==> src/sv/isma_pkg.sv <==
// Shared types and constants for the interval-sampled moving average core.
// Used by the front, queue, back and top modules and the checkers; has no dependencies of its own.
package isma_pkg;

    localparam int WINDOW_MAX_DEF  = 64;
    localparam int SAMPLE_BITS_DEF = 16;

    localparam int DATA_W      = 16;
    localparam int INTERVAL_W  = 16;
    localparam int WINDOW_W    = 7;
    localparam int CFG_IDX_W   = 2;
    localparam int CFG_DATA_W  = 16;
    localparam int QUEUE_DEPTH = 4;
    localparam int QPTR_W      = 2;

    localparam logic [INTERVAL_W-1:0] INTERVAL_RESET = 16'd5000;
    localparam logic [WINDOW_W-1:0]   WINDOW_RESET   = 7'd24;

    localparam logic [CFG_IDX_W-1:0] CFG_INTERVAL = 2'd0;
    localparam logic [CFG_IDX_W-1:0] CFG_WINDOW   = 2'd1;

    typedef struct packed {
        logic [DATA_W-1:0] sample;
        logic              stored;
    } tick_t;

    typedef struct packed {
        logic                  clear;
        logic [INTERVAL_W-1:0] interval;
        logic [WINDOW_W-1:0]   window;
    } cfg_ctl_t;

    typedef enum logic [1:0] {
        B_IDLE,
        B_READ,
        B_DIV,
        B_OUT
    } back_state_t;

endpackage

==> src/sv/isma_ram.sv <==
// Generic single-write, single-read RAM with registered read data.
// No dependencies.
module isma_ram #(
    parameter int WIDTH = 16,
    parameter int DEPTH = 64
) (
    input  logic                                   clk,
    input  logic                                   wr_en,
    input  logic [(DEPTH > 1 ? $clog2(DEPTH) : 1)-1:0] wr_addr,
    input  logic [WIDTH-1:0]                       wr_data,
    input  logic                                   rd_en,
    input  logic [(DEPTH > 1 ? $clog2(DEPTH) : 1)-1:0] rd_addr,
    output logic [WIDTH-1:0]                       rd_data
);

    logic [WIDTH-1:0] mem [DEPTH];

    always_ff @(posedge clk)
    begin
        if (wr_en)
        begin
            mem[wr_addr] <= wr_data;
        end
        if (rd_en)
        begin
            rd_data <= mem[rd_addr];
        end
    end

endmodule

==> src/sv/isma_fifo.sv <==
// Short request queue between the front and back parts.
// Depends on isma_pkg.
module isma_fifo (
    input  logic           clk,
    input  logic           rst_n,
    input  logic           push,
    input  isma_pkg::tick_t push_data,
    output logic           full,
    input  logic           pop,
    output isma_pkg::tick_t head,
    output logic           empty
);

    isma_pkg::tick_t                  slot_reg [isma_pkg::QUEUE_DEPTH];
    logic [isma_pkg::QPTR_W-1:0]      wr_ptr_reg, wr_ptr_next;
    logic [isma_pkg::QPTR_W-1:0]      rd_ptr_reg, rd_ptr_next;
    logic [isma_pkg::QPTR_W:0]        count_reg, count_next;

    assign full  = (count_reg == (isma_pkg::QPTR_W+1)'(isma_pkg::QUEUE_DEPTH));
    assign empty = (count_reg == '0);
    assign head  = slot_reg[rd_ptr_reg];

    always_comb
    begin
        wr_ptr_next = push ? wr_ptr_reg + 1'b1 : wr_ptr_reg;
        rd_ptr_next = pop ? rd_ptr_reg + 1'b1 : rd_ptr_reg;
        count_next  = count_reg;
        if (push && !pop)
        begin
            count_next = count_reg + 1'b1;
        end
        else if (pop && !push)
        begin
            count_next = count_reg - 1'b1;
        end
    end

    always_ff @(posedge clk)
    begin
        if (push)
        begin
            slot_reg[wr_ptr_reg] <= push_data;
        end
    end

    always_ff @(posedge clk or negedge rst_n)
    begin
        if (!rst_n)
        begin
            wr_ptr_reg <= '0;
            rd_ptr_reg <= '0;
            count_reg  <= '0;
        end
        else
        begin
            wr_ptr_reg <= wr_ptr_next;
            rd_ptr_reg <= rd_ptr_next;
            count_reg  <= count_next;
        end
    end

endmodule

==> src/sv/isma_front.sv <==
// Front part: accepts ticks, runs the elapsed-tick counter and marks sampling ticks.
// Depends on isma_pkg; feeds isma_fifo.
module isma_front #(
    parameter int SAMPLE_BITS = isma_pkg::SAMPLE_BITS_DEF
) (
    input  logic                          clk,
    input  logic                          rst_n,
    input  isma_pkg::cfg_ctl_t            cfg,
    input  logic                          s_axis_tvalid,
    output logic                          s_axis_tready,
    input  logic [isma_pkg::DATA_W-1:0]   s_axis_tdata,
    input  logic                          q_full,
    output logic                          q_push,
    output isma_pkg::tick_t               q_data
);

    localparam int SW = (SAMPLE_BITS < isma_pkg::DATA_W) ? SAMPLE_BITS : isma_pkg::DATA_W;
    localparam logic [isma_pkg::DATA_W-1:0] SMASK = {isma_pkg::DATA_W{1'b1}} >> (isma_pkg::DATA_W - SW);

    logic [isma_pkg::INTERVAL_W-1:0] elapsed_reg, elapsed_next;
    logic [isma_pkg::INTERVAL_W-1:0] tick_count;
    logic [isma_pkg::INTERVAL_W-1:0] interval_eff;
    logic                            store;

    assign s_axis_tready = !q_full;
    assign q_push        = s_axis_tvalid && !q_full;

    always_comb
    begin
        interval_eff  = (cfg.interval == '0) ? isma_pkg::INTERVAL_W'(1) : cfg.interval;
        tick_count    = (elapsed_reg == '1) ? elapsed_reg : elapsed_reg + 1'b1;
        store         = (tick_count >= interval_eff);
        q_data.sample = s_axis_tdata & SMASK;
        q_data.stored = store;
        elapsed_next  = elapsed_reg;
        if (q_push)
        begin
            elapsed_next = store ? '0 : tick_count;
        end
    end

    always_ff @(posedge clk or negedge rst_n)
    begin
        if (!rst_n)
        begin
            elapsed_reg <= '0;
        end
        else
        begin
            elapsed_reg <= elapsed_next;
        end
    end

endmodule

==> src/sv/isma_div.sv <==
// Restoring divider, one quotient bit per cycle.
// No dependencies.
module isma_div #(
    parameter int NW = 23,
    parameter int DW = 7
) (
    input  logic          clk,
    input  logic          rst_n,
    input  logic          start,
    input  logic [NW-1:0] dividend,
    input  logic [DW-1:0] divisor,
    output logic          done,
    output logic [NW-1:0] quotient
);

    localparam int CW = $clog2(NW + 1);

    logic          busy_reg, busy_next;
    logic          done_reg, done_next;
    logic [CW-1:0] cnt_reg, cnt_next;
    logic [NW-1:0] q_reg, q_next;
    logic [DW-1:0] r_reg, r_next;
    logic [DW-1:0] d_reg, d_next;
    logic [DW:0]   r_shift;
    logic [DW:0]   r_sub;
    logic          ge;

    assign done     = done_reg;
    assign quotient = q_reg;

    always_comb
    begin
        r_shift   = {r_reg, q_reg[NW-1]};
        r_sub     = r_shift - {1'b0, d_reg};
        ge        = (r_shift >= {1'b0, d_reg});
        busy_next = busy_reg;
        done_next = 1'b0;
        cnt_next  = cnt_reg;
        q_next    = q_reg;
        r_next    = r_reg;
        d_next    = d_reg;
        if (start)
        begin
            busy_next = 1'b1;
            cnt_next  = CW'(NW);
            q_next    = dividend;
            r_next    = '0;
            d_next    = divisor;
        end
        else if (busy_reg)
        begin
            q_next   = {q_reg[NW-2:0], ge};
            r_next   = ge ? r_sub[DW-1:0] : r_shift[DW-1:0];
            cnt_next = cnt_reg - 1'b1;
            if (cnt_reg == CW'(1))
            begin
                busy_next = 1'b0;
                done_next = 1'b1;
            end
        end
    end

    always_ff @(posedge clk)
    begin
        q_reg <= q_next;
        r_reg <= r_next;
        d_reg <= d_next;
    end

    always_ff @(posedge clk or negedge rst_n)
    begin
        if (!rst_n)
        begin
            busy_reg <= 1'b0;
            done_reg <= 1'b0;
            cnt_reg  <= '0;
        end
        else
        begin
            busy_reg <= busy_next;
            done_reg <= done_next;
            cnt_reg  <= cnt_next;
        end
    end

endmodule

==> src/sv/isma_back.sv <==
// Back part: updates the sample ring and running sum, divides, and holds the result.
// Depends on isma_pkg, isma_ram and isma_div.
module isma_back #(
    parameter int WINDOW_MAX  = isma_pkg::WINDOW_MAX_DEF,
    parameter int SAMPLE_BITS = isma_pkg::SAMPLE_BITS_DEF
) (
    input  logic                        clk,
    input  logic                        rst_n,
    input  isma_pkg::cfg_ctl_t          cfg,
    input  logic                        q_empty,
    input  isma_pkg::tick_t             q_head,
    output logic                        q_pop,
    output logic                        m_axis_tvalid,
    input  logic                        m_axis_tready,
    output logic [isma_pkg::DATA_W-1:0] m_axis_tdata,
    output logic [0:0]                  m_axis_tuser
);

    localparam int SW   = (SAMPLE_BITS < isma_pkg::DATA_W) ? SAMPLE_BITS : isma_pkg::DATA_W;
    localparam int WW   = $clog2(WINDOW_MAX + 1);
    localparam int IW   = (WINDOW_MAX > 1) ? $clog2(WINDOW_MAX) : 1;
    localparam int SUMW = SW + WW;

    isma_pkg::back_state_t state_reg, state_next;

    isma_pkg::tick_t              item_reg, item_next;
    logic [IW-1:0]                widx_reg, widx_next;
    logic                         wrapped_reg, wrapped_next;
    logic [SUMW-1:0]              sum_reg, sum_next;
    logic [isma_pkg::DATA_W-1:0]  held_reg, held_next;
    logic                         mvalid_reg, mvalid_next;
    logic [isma_pkg::DATA_W-1:0]  mdata_reg, mdata_next;
    logic                         muser_reg, muser_next;

    logic [WW-1:0]   win_eff;
    logic [IW-1:0]   idx;
    logic [WW-1:0]   idx_inc;
    logic            wrap;
    logic [SW-1:0]   old_val;
    logic [SW-1:0]   rd_data;
    logic [SUMW-1:0] sum_new;
    logic            rd_en;
    logic            wr_en;
    logic            div_start;
    logic            div_done;
    logic [SUMW-1:0] quotient;
    logic            out_free;
    logic            out_load;

    assign m_axis_tvalid   = mvalid_reg;
    assign m_axis_tdata    = mdata_reg;
    assign m_axis_tuser[0] = muser_reg;
    assign out_free        = !mvalid_reg || m_axis_tready;

    always_comb
    begin
        if (cfg.window == '0)
        begin
            win_eff = WW'(1);
        end
        else if (int'(cfg.window) > WINDOW_MAX)
        begin
            win_eff = WW'(WINDOW_MAX);
        end
        else
        begin
            win_eff = WW'(cfg.window);
        end
        idx     = (WW'(widx_reg) >= win_eff) ? '0 : widx_reg;
        idx_inc = WW'(idx) + 1'b1;
        wrap    = (idx_inc >= win_eff);
        old_val = wrapped_reg ? rd_data : '0;
        sum_new = sum_reg - SUMW'(old_val) + SUMW'(item_reg.sample[SW-1:0]);
    end

    isma_ram #(
        .WIDTH (SW),
        .DEPTH (WINDOW_MAX)
    ) u_ring (
        .clk     (clk),
        .wr_en   (wr_en),
        .wr_addr (idx),
        .wr_data (item_reg.sample[SW-1:0]),
        .rd_en   (rd_en),
        .rd_addr (idx),
        .rd_data (rd_data)
    );

    isma_div #(
        .NW (SUMW),
        .DW (WW)
    ) u_div (
        .clk      (clk),
        .rst_n    (rst_n),
        .start    (div_start),
        .dividend (sum_new),
        .divisor  (win_eff),
        .done     (div_done),
        .quotient (quotient)
    );

    // next state
    always_comb
    begin
        state_next = state_reg;
        case (state_reg)
            isma_pkg::B_IDLE:
            begin
                if (!q_empty)
                begin
                    state_next = q_head.stored ? isma_pkg::B_READ : isma_pkg::B_OUT;
                end
            end
            isma_pkg::B_READ:
            begin
                state_next = isma_pkg::B_DIV;
            end
            isma_pkg::B_DIV:
            begin
                if (div_done)
                begin
                    state_next = isma_pkg::B_OUT;
                end
            end
            isma_pkg::B_OUT:
            begin
                if (out_free)
                begin
                    state_next = isma_pkg::B_IDLE;
                end
            end
            default:
            begin
                state_next = isma_pkg::B_IDLE;
            end
        endcase
    end

    // outputs
    always_comb
    begin
        q_pop     = 1'b0;
        rd_en     = 1'b0;
        wr_en     = 1'b0;
        div_start = 1'b0;
        out_load  = 1'b0;
        case (state_reg)
            isma_pkg::B_IDLE:
            begin
                q_pop = !q_empty;
                rd_en = !q_empty && q_head.stored;
            end
            isma_pkg::B_READ:
            begin
                wr_en     = 1'b1;
                div_start = 1'b1;
            end
            isma_pkg::B_DIV:
            begin
            end
            isma_pkg::B_OUT:
            begin
                out_load = out_free;
            end
            default:
            begin
            end
        endcase
    end

    always_comb
    begin
        item_next    = q_pop ? q_head : item_reg;
        widx_next    = widx_reg;
        wrapped_next = wrapped_reg;
        sum_next     = sum_reg;
        held_next    = held_reg;
        if (wr_en)
        begin
            sum_next     = sum_new;
            widx_next    = wrap ? '0 : idx_inc[IW-1:0];
            wrapped_next = wrapped_reg || wrap;
        end
        if (cfg.clear)
        begin
            widx_next    = '0;
            wrapped_next = 1'b0;
            sum_next     = '0;
        end
        if (div_done)
        begin
            held_next = isma_pkg::DATA_W'(quotient[SW-1:0]);
        end
        mvalid_next = mvalid_reg && !m_axis_tready;
        mdata_next  = mdata_reg;
        muser_next  = muser_reg;
        if (out_load)
        begin
            mvalid_next = 1'b1;
            mdata_next  = held_reg;
            muser_next  = item_reg.stored;
        end
    end

    always_ff @(posedge clk)
    begin
        item_reg  <= item_next;
        mdata_reg <= mdata_next;
        muser_reg <= muser_next;
    end

    always_ff @(posedge clk or negedge rst_n)
    begin
        if (!rst_n)
        begin
            state_reg   <= isma_pkg::B_IDLE;
            widx_reg    <= '0;
            wrapped_reg <= 1'b0;
            sum_reg     <= '0;
            held_reg    <= '0;
            mvalid_reg  <= 1'b0;
        end
        else
        begin
            state_reg   <= state_next;
            widx_reg    <= widx_next;
            wrapped_reg <= wrapped_next;
            sum_reg     <= sum_next;
            held_reg    <= held_next;
            mvalid_reg  <= mvalid_next;
        end
    end

endmodule

==> src/sv/interval_sampled_moving_average_core.sv <==
// Top level of the interval-sampled moving average: config registers, front, queue, back.
// Depends on isma_pkg, isma_front, isma_fifo and isma_back.
//
// Every accepted tick gives exactly one result, in order. Ticks enter a four-entry
// request queue at up to one per cycle until it fills. A tick that stores no sample
// goes from the back part's idle state straight to its output state, waiting there
// only for the receiver; a tick that stores a sample takes a ring read, an update
// step and the restoring divider, and the divider's bit-serial run sets the
// sustained rate under steady sampling. A configuration write clears the ring, write
// index and sum through a fill flag, with no clearing pass; the elapsed
// tick count and held average keep their values. Write configuration only while idle.
module interval_sampled_moving_average_core #(
    parameter int WINDOW_MAX  = isma_pkg::WINDOW_MAX_DEF,
    parameter int SAMPLE_BITS = isma_pkg::SAMPLE_BITS_DEF
) (
    input  logic                            clk,
    input  logic                            rst_n,
    input  logic                            s_axis_tvalid,
    output logic                            s_axis_tready,
    input  logic [isma_pkg::DATA_W-1:0]     s_axis_tdata,   // [15:0] sample
    output logic                            m_axis_tvalid,
    input  logic                            m_axis_tready,
    output logic [isma_pkg::DATA_W-1:0]     m_axis_tdata,   // [15:0] average
    output logic [0:0]                      m_axis_tuser,   // [0] sampled
    input  logic                            cfg_valid,
    output logic                            cfg_ready,
    input  logic [isma_pkg::CFG_IDX_W-1:0]  cfg_index,
    input  logic [isma_pkg::CFG_DATA_W-1:0] cfg_data
);

    logic [isma_pkg::INTERVAL_W-1:0] interval_reg, interval_next;
    logic [isma_pkg::WINDOW_W-1:0]   window_reg, window_next;
    logic                            cfg_clear;
    isma_pkg::cfg_ctl_t              cfg;

    logic            q_full;
    logic            q_empty;
    logic            q_push;
    logic            q_pop;
    isma_pkg::tick_t q_in;
    isma_pkg::tick_t q_head;

    assign cfg_ready = 1'b1;

    always_comb
    begin
        interval_next = interval_reg;
        window_next   = window_reg;
        cfg_clear     = 1'b0;
        if (cfg_valid)
        begin
            case (cfg_index)
                isma_pkg::CFG_INTERVAL:
                begin
                    interval_next = cfg_data[isma_pkg::INTERVAL_W-1:0];
                    cfg_clear     = 1'b1;
                end
                isma_pkg::CFG_WINDOW:
                begin
                    window_next = cfg_data[isma_pkg::WINDOW_W-1:0];
                    cfg_clear   = 1'b1;
                end
                default:
                begin
                end
            endcase
        end
        cfg.clear    = cfg_clear;
        cfg.interval = interval_reg;
        cfg.window   = window_reg;
    end

    always_ff @(posedge clk or negedge rst_n)
    begin
        if (!rst_n)
        begin
            interval_reg <= isma_pkg::INTERVAL_RESET;
            window_reg   <= isma_pkg::WINDOW_RESET;
        end
        else
        begin
            interval_reg <= interval_next;
            window_reg   <= window_next;
        end
    end

    isma_front #(
        .SAMPLE_BITS (SAMPLE_BITS)
    ) u_front (
        .clk           (clk),
        .rst_n         (rst_n),
        .cfg           (cfg),
        .s_axis_tvalid (s_axis_tvalid),
        .s_axis_tready (s_axis_tready),
        .s_axis_tdata  (s_axis_tdata),
        .q_full        (q_full),
        .q_push        (q_push),
        .q_data        (q_in)
    );

    isma_fifo u_queue (
        .clk       (clk),
        .rst_n     (rst_n),
        .push      (q_push),
        .push_data (q_in),
        .full      (q_full),
        .pop       (q_pop),
        .head      (q_head),
        .empty     (q_empty)
    );

    isma_back #(
        .WINDOW_MAX  (WINDOW_MAX),
        .SAMPLE_BITS (SAMPLE_BITS)
    ) u_back (
        .clk           (clk),
        .rst_n         (rst_n),
        .cfg           (cfg),
        .q_empty       (q_empty),
        .q_head        (q_head),
        .q_pop         (q_pop),
        .m_axis_tvalid (m_axis_tvalid),
        .m_axis_tready (m_axis_tready),
        .m_axis_tdata  (m_axis_tdata),
        .m_axis_tuser  (m_axis_tuser)
    );

endmodule

==> config.mk <==
export PLATFORM = sky130hd
export DESIGN_NAME = interval_sampled_moving_average_core
export DESIGN_NICKNAME = d
export VERILOG_FILES = /design/src/sv/isma_pkg.sv /design/src/sv/isma_ram.sv /design/src/sv/isma_fifo.sv /design/src/sv/isma_front.sv /design/src/sv/isma_div.sv /design/src/sv/isma_back.sv /design/src/sv/interval_sampled_moving_average_core.sv
export SDC_FILE = /design/constraint.sdc
export NUM_CORES = 1
export LEC_CHECK = 0
export BUFFER_PORTS_ARGS = -buffer_cell sky130_fd_sc_hd__buf_2
export CORE_UTILIZATION = 45
export DETAILED_ROUTE_END_ITERATION = 12
export PLACE_DENSITY = 0.56
export RECOVER_POWER = 25
export SETUP_SLACK_MARGIN = 0.15
export SLEW_MARGIN = 5
export SYNTH_ARGS = -nofsm -noshare
export SYNTH_HDL_FRONTEND = slang
export SYNTH_SLANG_ARGS = --single-unit
==> constraint.sdc <==
create_clock -name clk -period 6.1 [get_ports clk]
set_input_delay 0.915 -clock clk [delete_from_list [all_inputs] [get_ports clk]]
set_output_delay 0.915 -clock clk [all_outputs]
set_load 0.05 [all_outputs]
==> qor.yml <==
path_buf_inv: 1
slew_viol_final: 782
crit_chain: "inv_2, nand2_1, ha_1, a21o_1, a21o_1, a22oi_2, o21ai_1, a221oi_1, o221ai_1, or4_1, or4_1"
ys_warn_count: 0
path_delay_family: "compound AO/OA/AOI/OAI gates"
cts_sinks: 1281
yosysTopAreaCell: "edfxtp_1"
postSynthCellCount: 3254
switching_share: 0.3210
layout-drive-gt1-share: 0.1314
comb_power_share: 0.259
die_w_um: 337.8
place_hpwl_um: 89440
hold_ws_ns: 0.3671
slowest_delay_ns: 0.78
wirelength_um: 144100
drt-initial-drc-count: 3977
synth.area.top_cells: "edfxtp_1, dfrtp_1, nand2_1"
first_global_vias: 29630
dpl_cell_area_sq_um: 53650
viasPerCell: 6.031
finalCritPeriodShare: 0.8616
hold_path.class: "primary input to flip-flop"
num_vias: 30400
ios: 59
async_reset_ff_frac: 0.07963
power_mw: 26.91
clkTransAtPathRegs_ns: 0.06
tightest_slew_ns: 4.079
place.gp.congestion: 0.9085
path_max_fanout: 18
rsz0062_at_grt: "no"
grt_max_degree: 83
crit_path_end_kind: "flip-flop"
htreeDepth: 4
status: "complete, but fails checks"
syn_area_sq_um: 50740
cap_violations: 13
relSlewSlack: -1.719
rows: 122
cts_resized: 0
fill_cells: 9132
largest_reg_flops: 1024
crit_slowest_cell: "dfrtp_1"
p_seq_frac: 0.445
cts_buffer_depth: 3
pwr-share-clk: 0.296
dp.cells: 4794
grt_pass1_wl_um: 207900
crit_arrival_ns: 5.74
power.leakage_nw: 19.52
place_ws_ns: 0.9096
nets: 3572
worst_ep_required_time_ns: 6.59
ys_ff_latch: 1281
seq_area_sq_um: 37900
clk_latency_ns: 0.77
p_int_mw: 18.28
p_per_area_nw_per_um2: 465.3
seq_area_frac_synth: 0.7469
route.detailed.drc: 0
start_util: 0.4559
die_height_um: 337.8
area_delta_synth_final_pct: 14.02
synth_cell_types: 82
synth_top_flop_cell: "edfxtp_1"
cts_tree: "done"
ir_worst_vdd_v: 0.0003006
finalNonFillerCells: 5041
timing.setup.tns_ns: 0
violations: "capacitance limit, slew limit"
ant_nets: 0
power.switching_mw: 8.639
hold_violations: 0
root_buffer: "clkbuf_16"
mostFrequentLayoutCell: "edfxtp_1"
antenna_found_initial: 13
final_cell_area_sq_um: 57850
critical_path.startpoint_type: "flip-flop"
avgSynthCellArea_sq_um: 15.59
wl_per_cell_um: 28.58
firstDrtPassIters: 9
grt_util_all_layers: 0.2543
fmax_mhz: 190.3
crit_type: "flip-flop to flip-flop"
netlist.area_leader.share: 0.6937
die_area_sq_um: 114100
synth_edf_count: 1172
grt-ovfl-total: 0
final_util: 0.5199
fin_skew_ns: 0.02770
fin_ws_ns: 0.8443
multiInputGateArea_sq_um: 11790
min_period_ns: 5.256
post_cts_buffers: 0
syn-num-nets: 3383
setup_viol: 0
port-buffer-count: 57
cts_buffers: 135
most-common-layout-cells: "edfxtp_1, nand2_1, a21oi_1"
cts-hold-fix-buffers: 0
core_sq_um: 111300
==> cell type report <==
class	instances	share of cell area
Timing Repair Buffer	215	0.02539
Tap cell	1488	0.03218
Inverter	146	0.009473
Multi-Input combinational cell	1664	0.2037
Clock inverter	73	0.01280
Clock buffer	168	0.06108
Sequential cell	1281	0.6551
Antenna cell	6	0.0002595
==> power by group through the flow <==
| stage | Sequential, mW | Combinational (mW) | Clock, mW |
|---|---|---|---|
| 2_1_floorplan | 12.4 | 4.00 | 0 |
| 3_3_place_gp | 12.0 | 6.86 | 0 |
| 3_5_place_dp | 12.0 | 6.99 | 0 |
| 4_1_cts | 11.9 | 7.02 | 8.11 |
| 5_1_grt | 12.0 | 7.63 | 8.43 |
| 6_report | 12.0 | 6.97 | 7.98 |
==> synthesized netlist by cell type, drive strengths merged (32+ instances only) <==
library cell,count
a21oi,186
a221oi,93
a222oi,80
a22o,76
a22oi,62
buf,56
clkbuf,107
dfrtp,95
edfxtp,1172
ha,72
inv,145
mux2,37
mux2i,75
nand2,299
nand3,35
nor2,125
nor3,32
nor4,45
o21ai,80
o22ai,48
==> final timing paths <==
| path | cells after the start | slack [ns] | end | startpoint |
|---|---|---|---|---|
| worst max-delay path | 11 | 0.84 | u_back.u_ring.rd_data[14] | window_reg[6] |
| worst min-delay path | 3 | 0.37 | interval_reg[14] | cfg_data[14] |
| worst max register to register | 11 | 0.84 | u_back.u_ring.rd_data[14] | window_reg[6] |
| worst min register to register | 0 | 0.45 | u_back.m_axis_tdata[7] | u_back.held_reg[7] |
| max in group asynchronous | 2 | 2.49 | u_queue.rd_ptr_reg[0] | rst_n |
| min in group asynchronous | 1 | 1.02 | u_back.held_reg[12] | rst_n |
==> worst min-delay path: cells and delay by family <==
| kind | cells | cell delay (ns) |
|---|---|---|
| buffers and inverters | 1 | 0.07 |
| and+or+nand+nor | 1 | 0.04 |
| AOI/OAI and AO/OA | 1 | 0.05 |
==> cell families after synthesis <==
logic type / Yosys count / share of synthesized area
AO/OA/AOI/OAI: 728 / 0.1043
adder cells (fa/ha/maj): 90 / 0.02486
flip-flops: 1281 / 0.7469
AND/OR/NAND/NOR: 676 / 0.06237
buffers and inverters: 309 / 0.02400
XOR/XNOR: 40 / 0.006905
other: 1 / 0.00007391
multiplexers: 129 / 0.03055
==> per-layer routing <==
metal / GRT usage / up-vias / wire (um)
met1: 0.3680 / 15620 / 61830
met2: 0.3927 / 1343 / 66780
met3: 0.04582 / 214 / 11700
met4: 0.07673 / 4 / 3727
li1: - / 13230 / -
met5: 0 / - / 21
No activity file was read; power rests on OpenSTA's default activity.
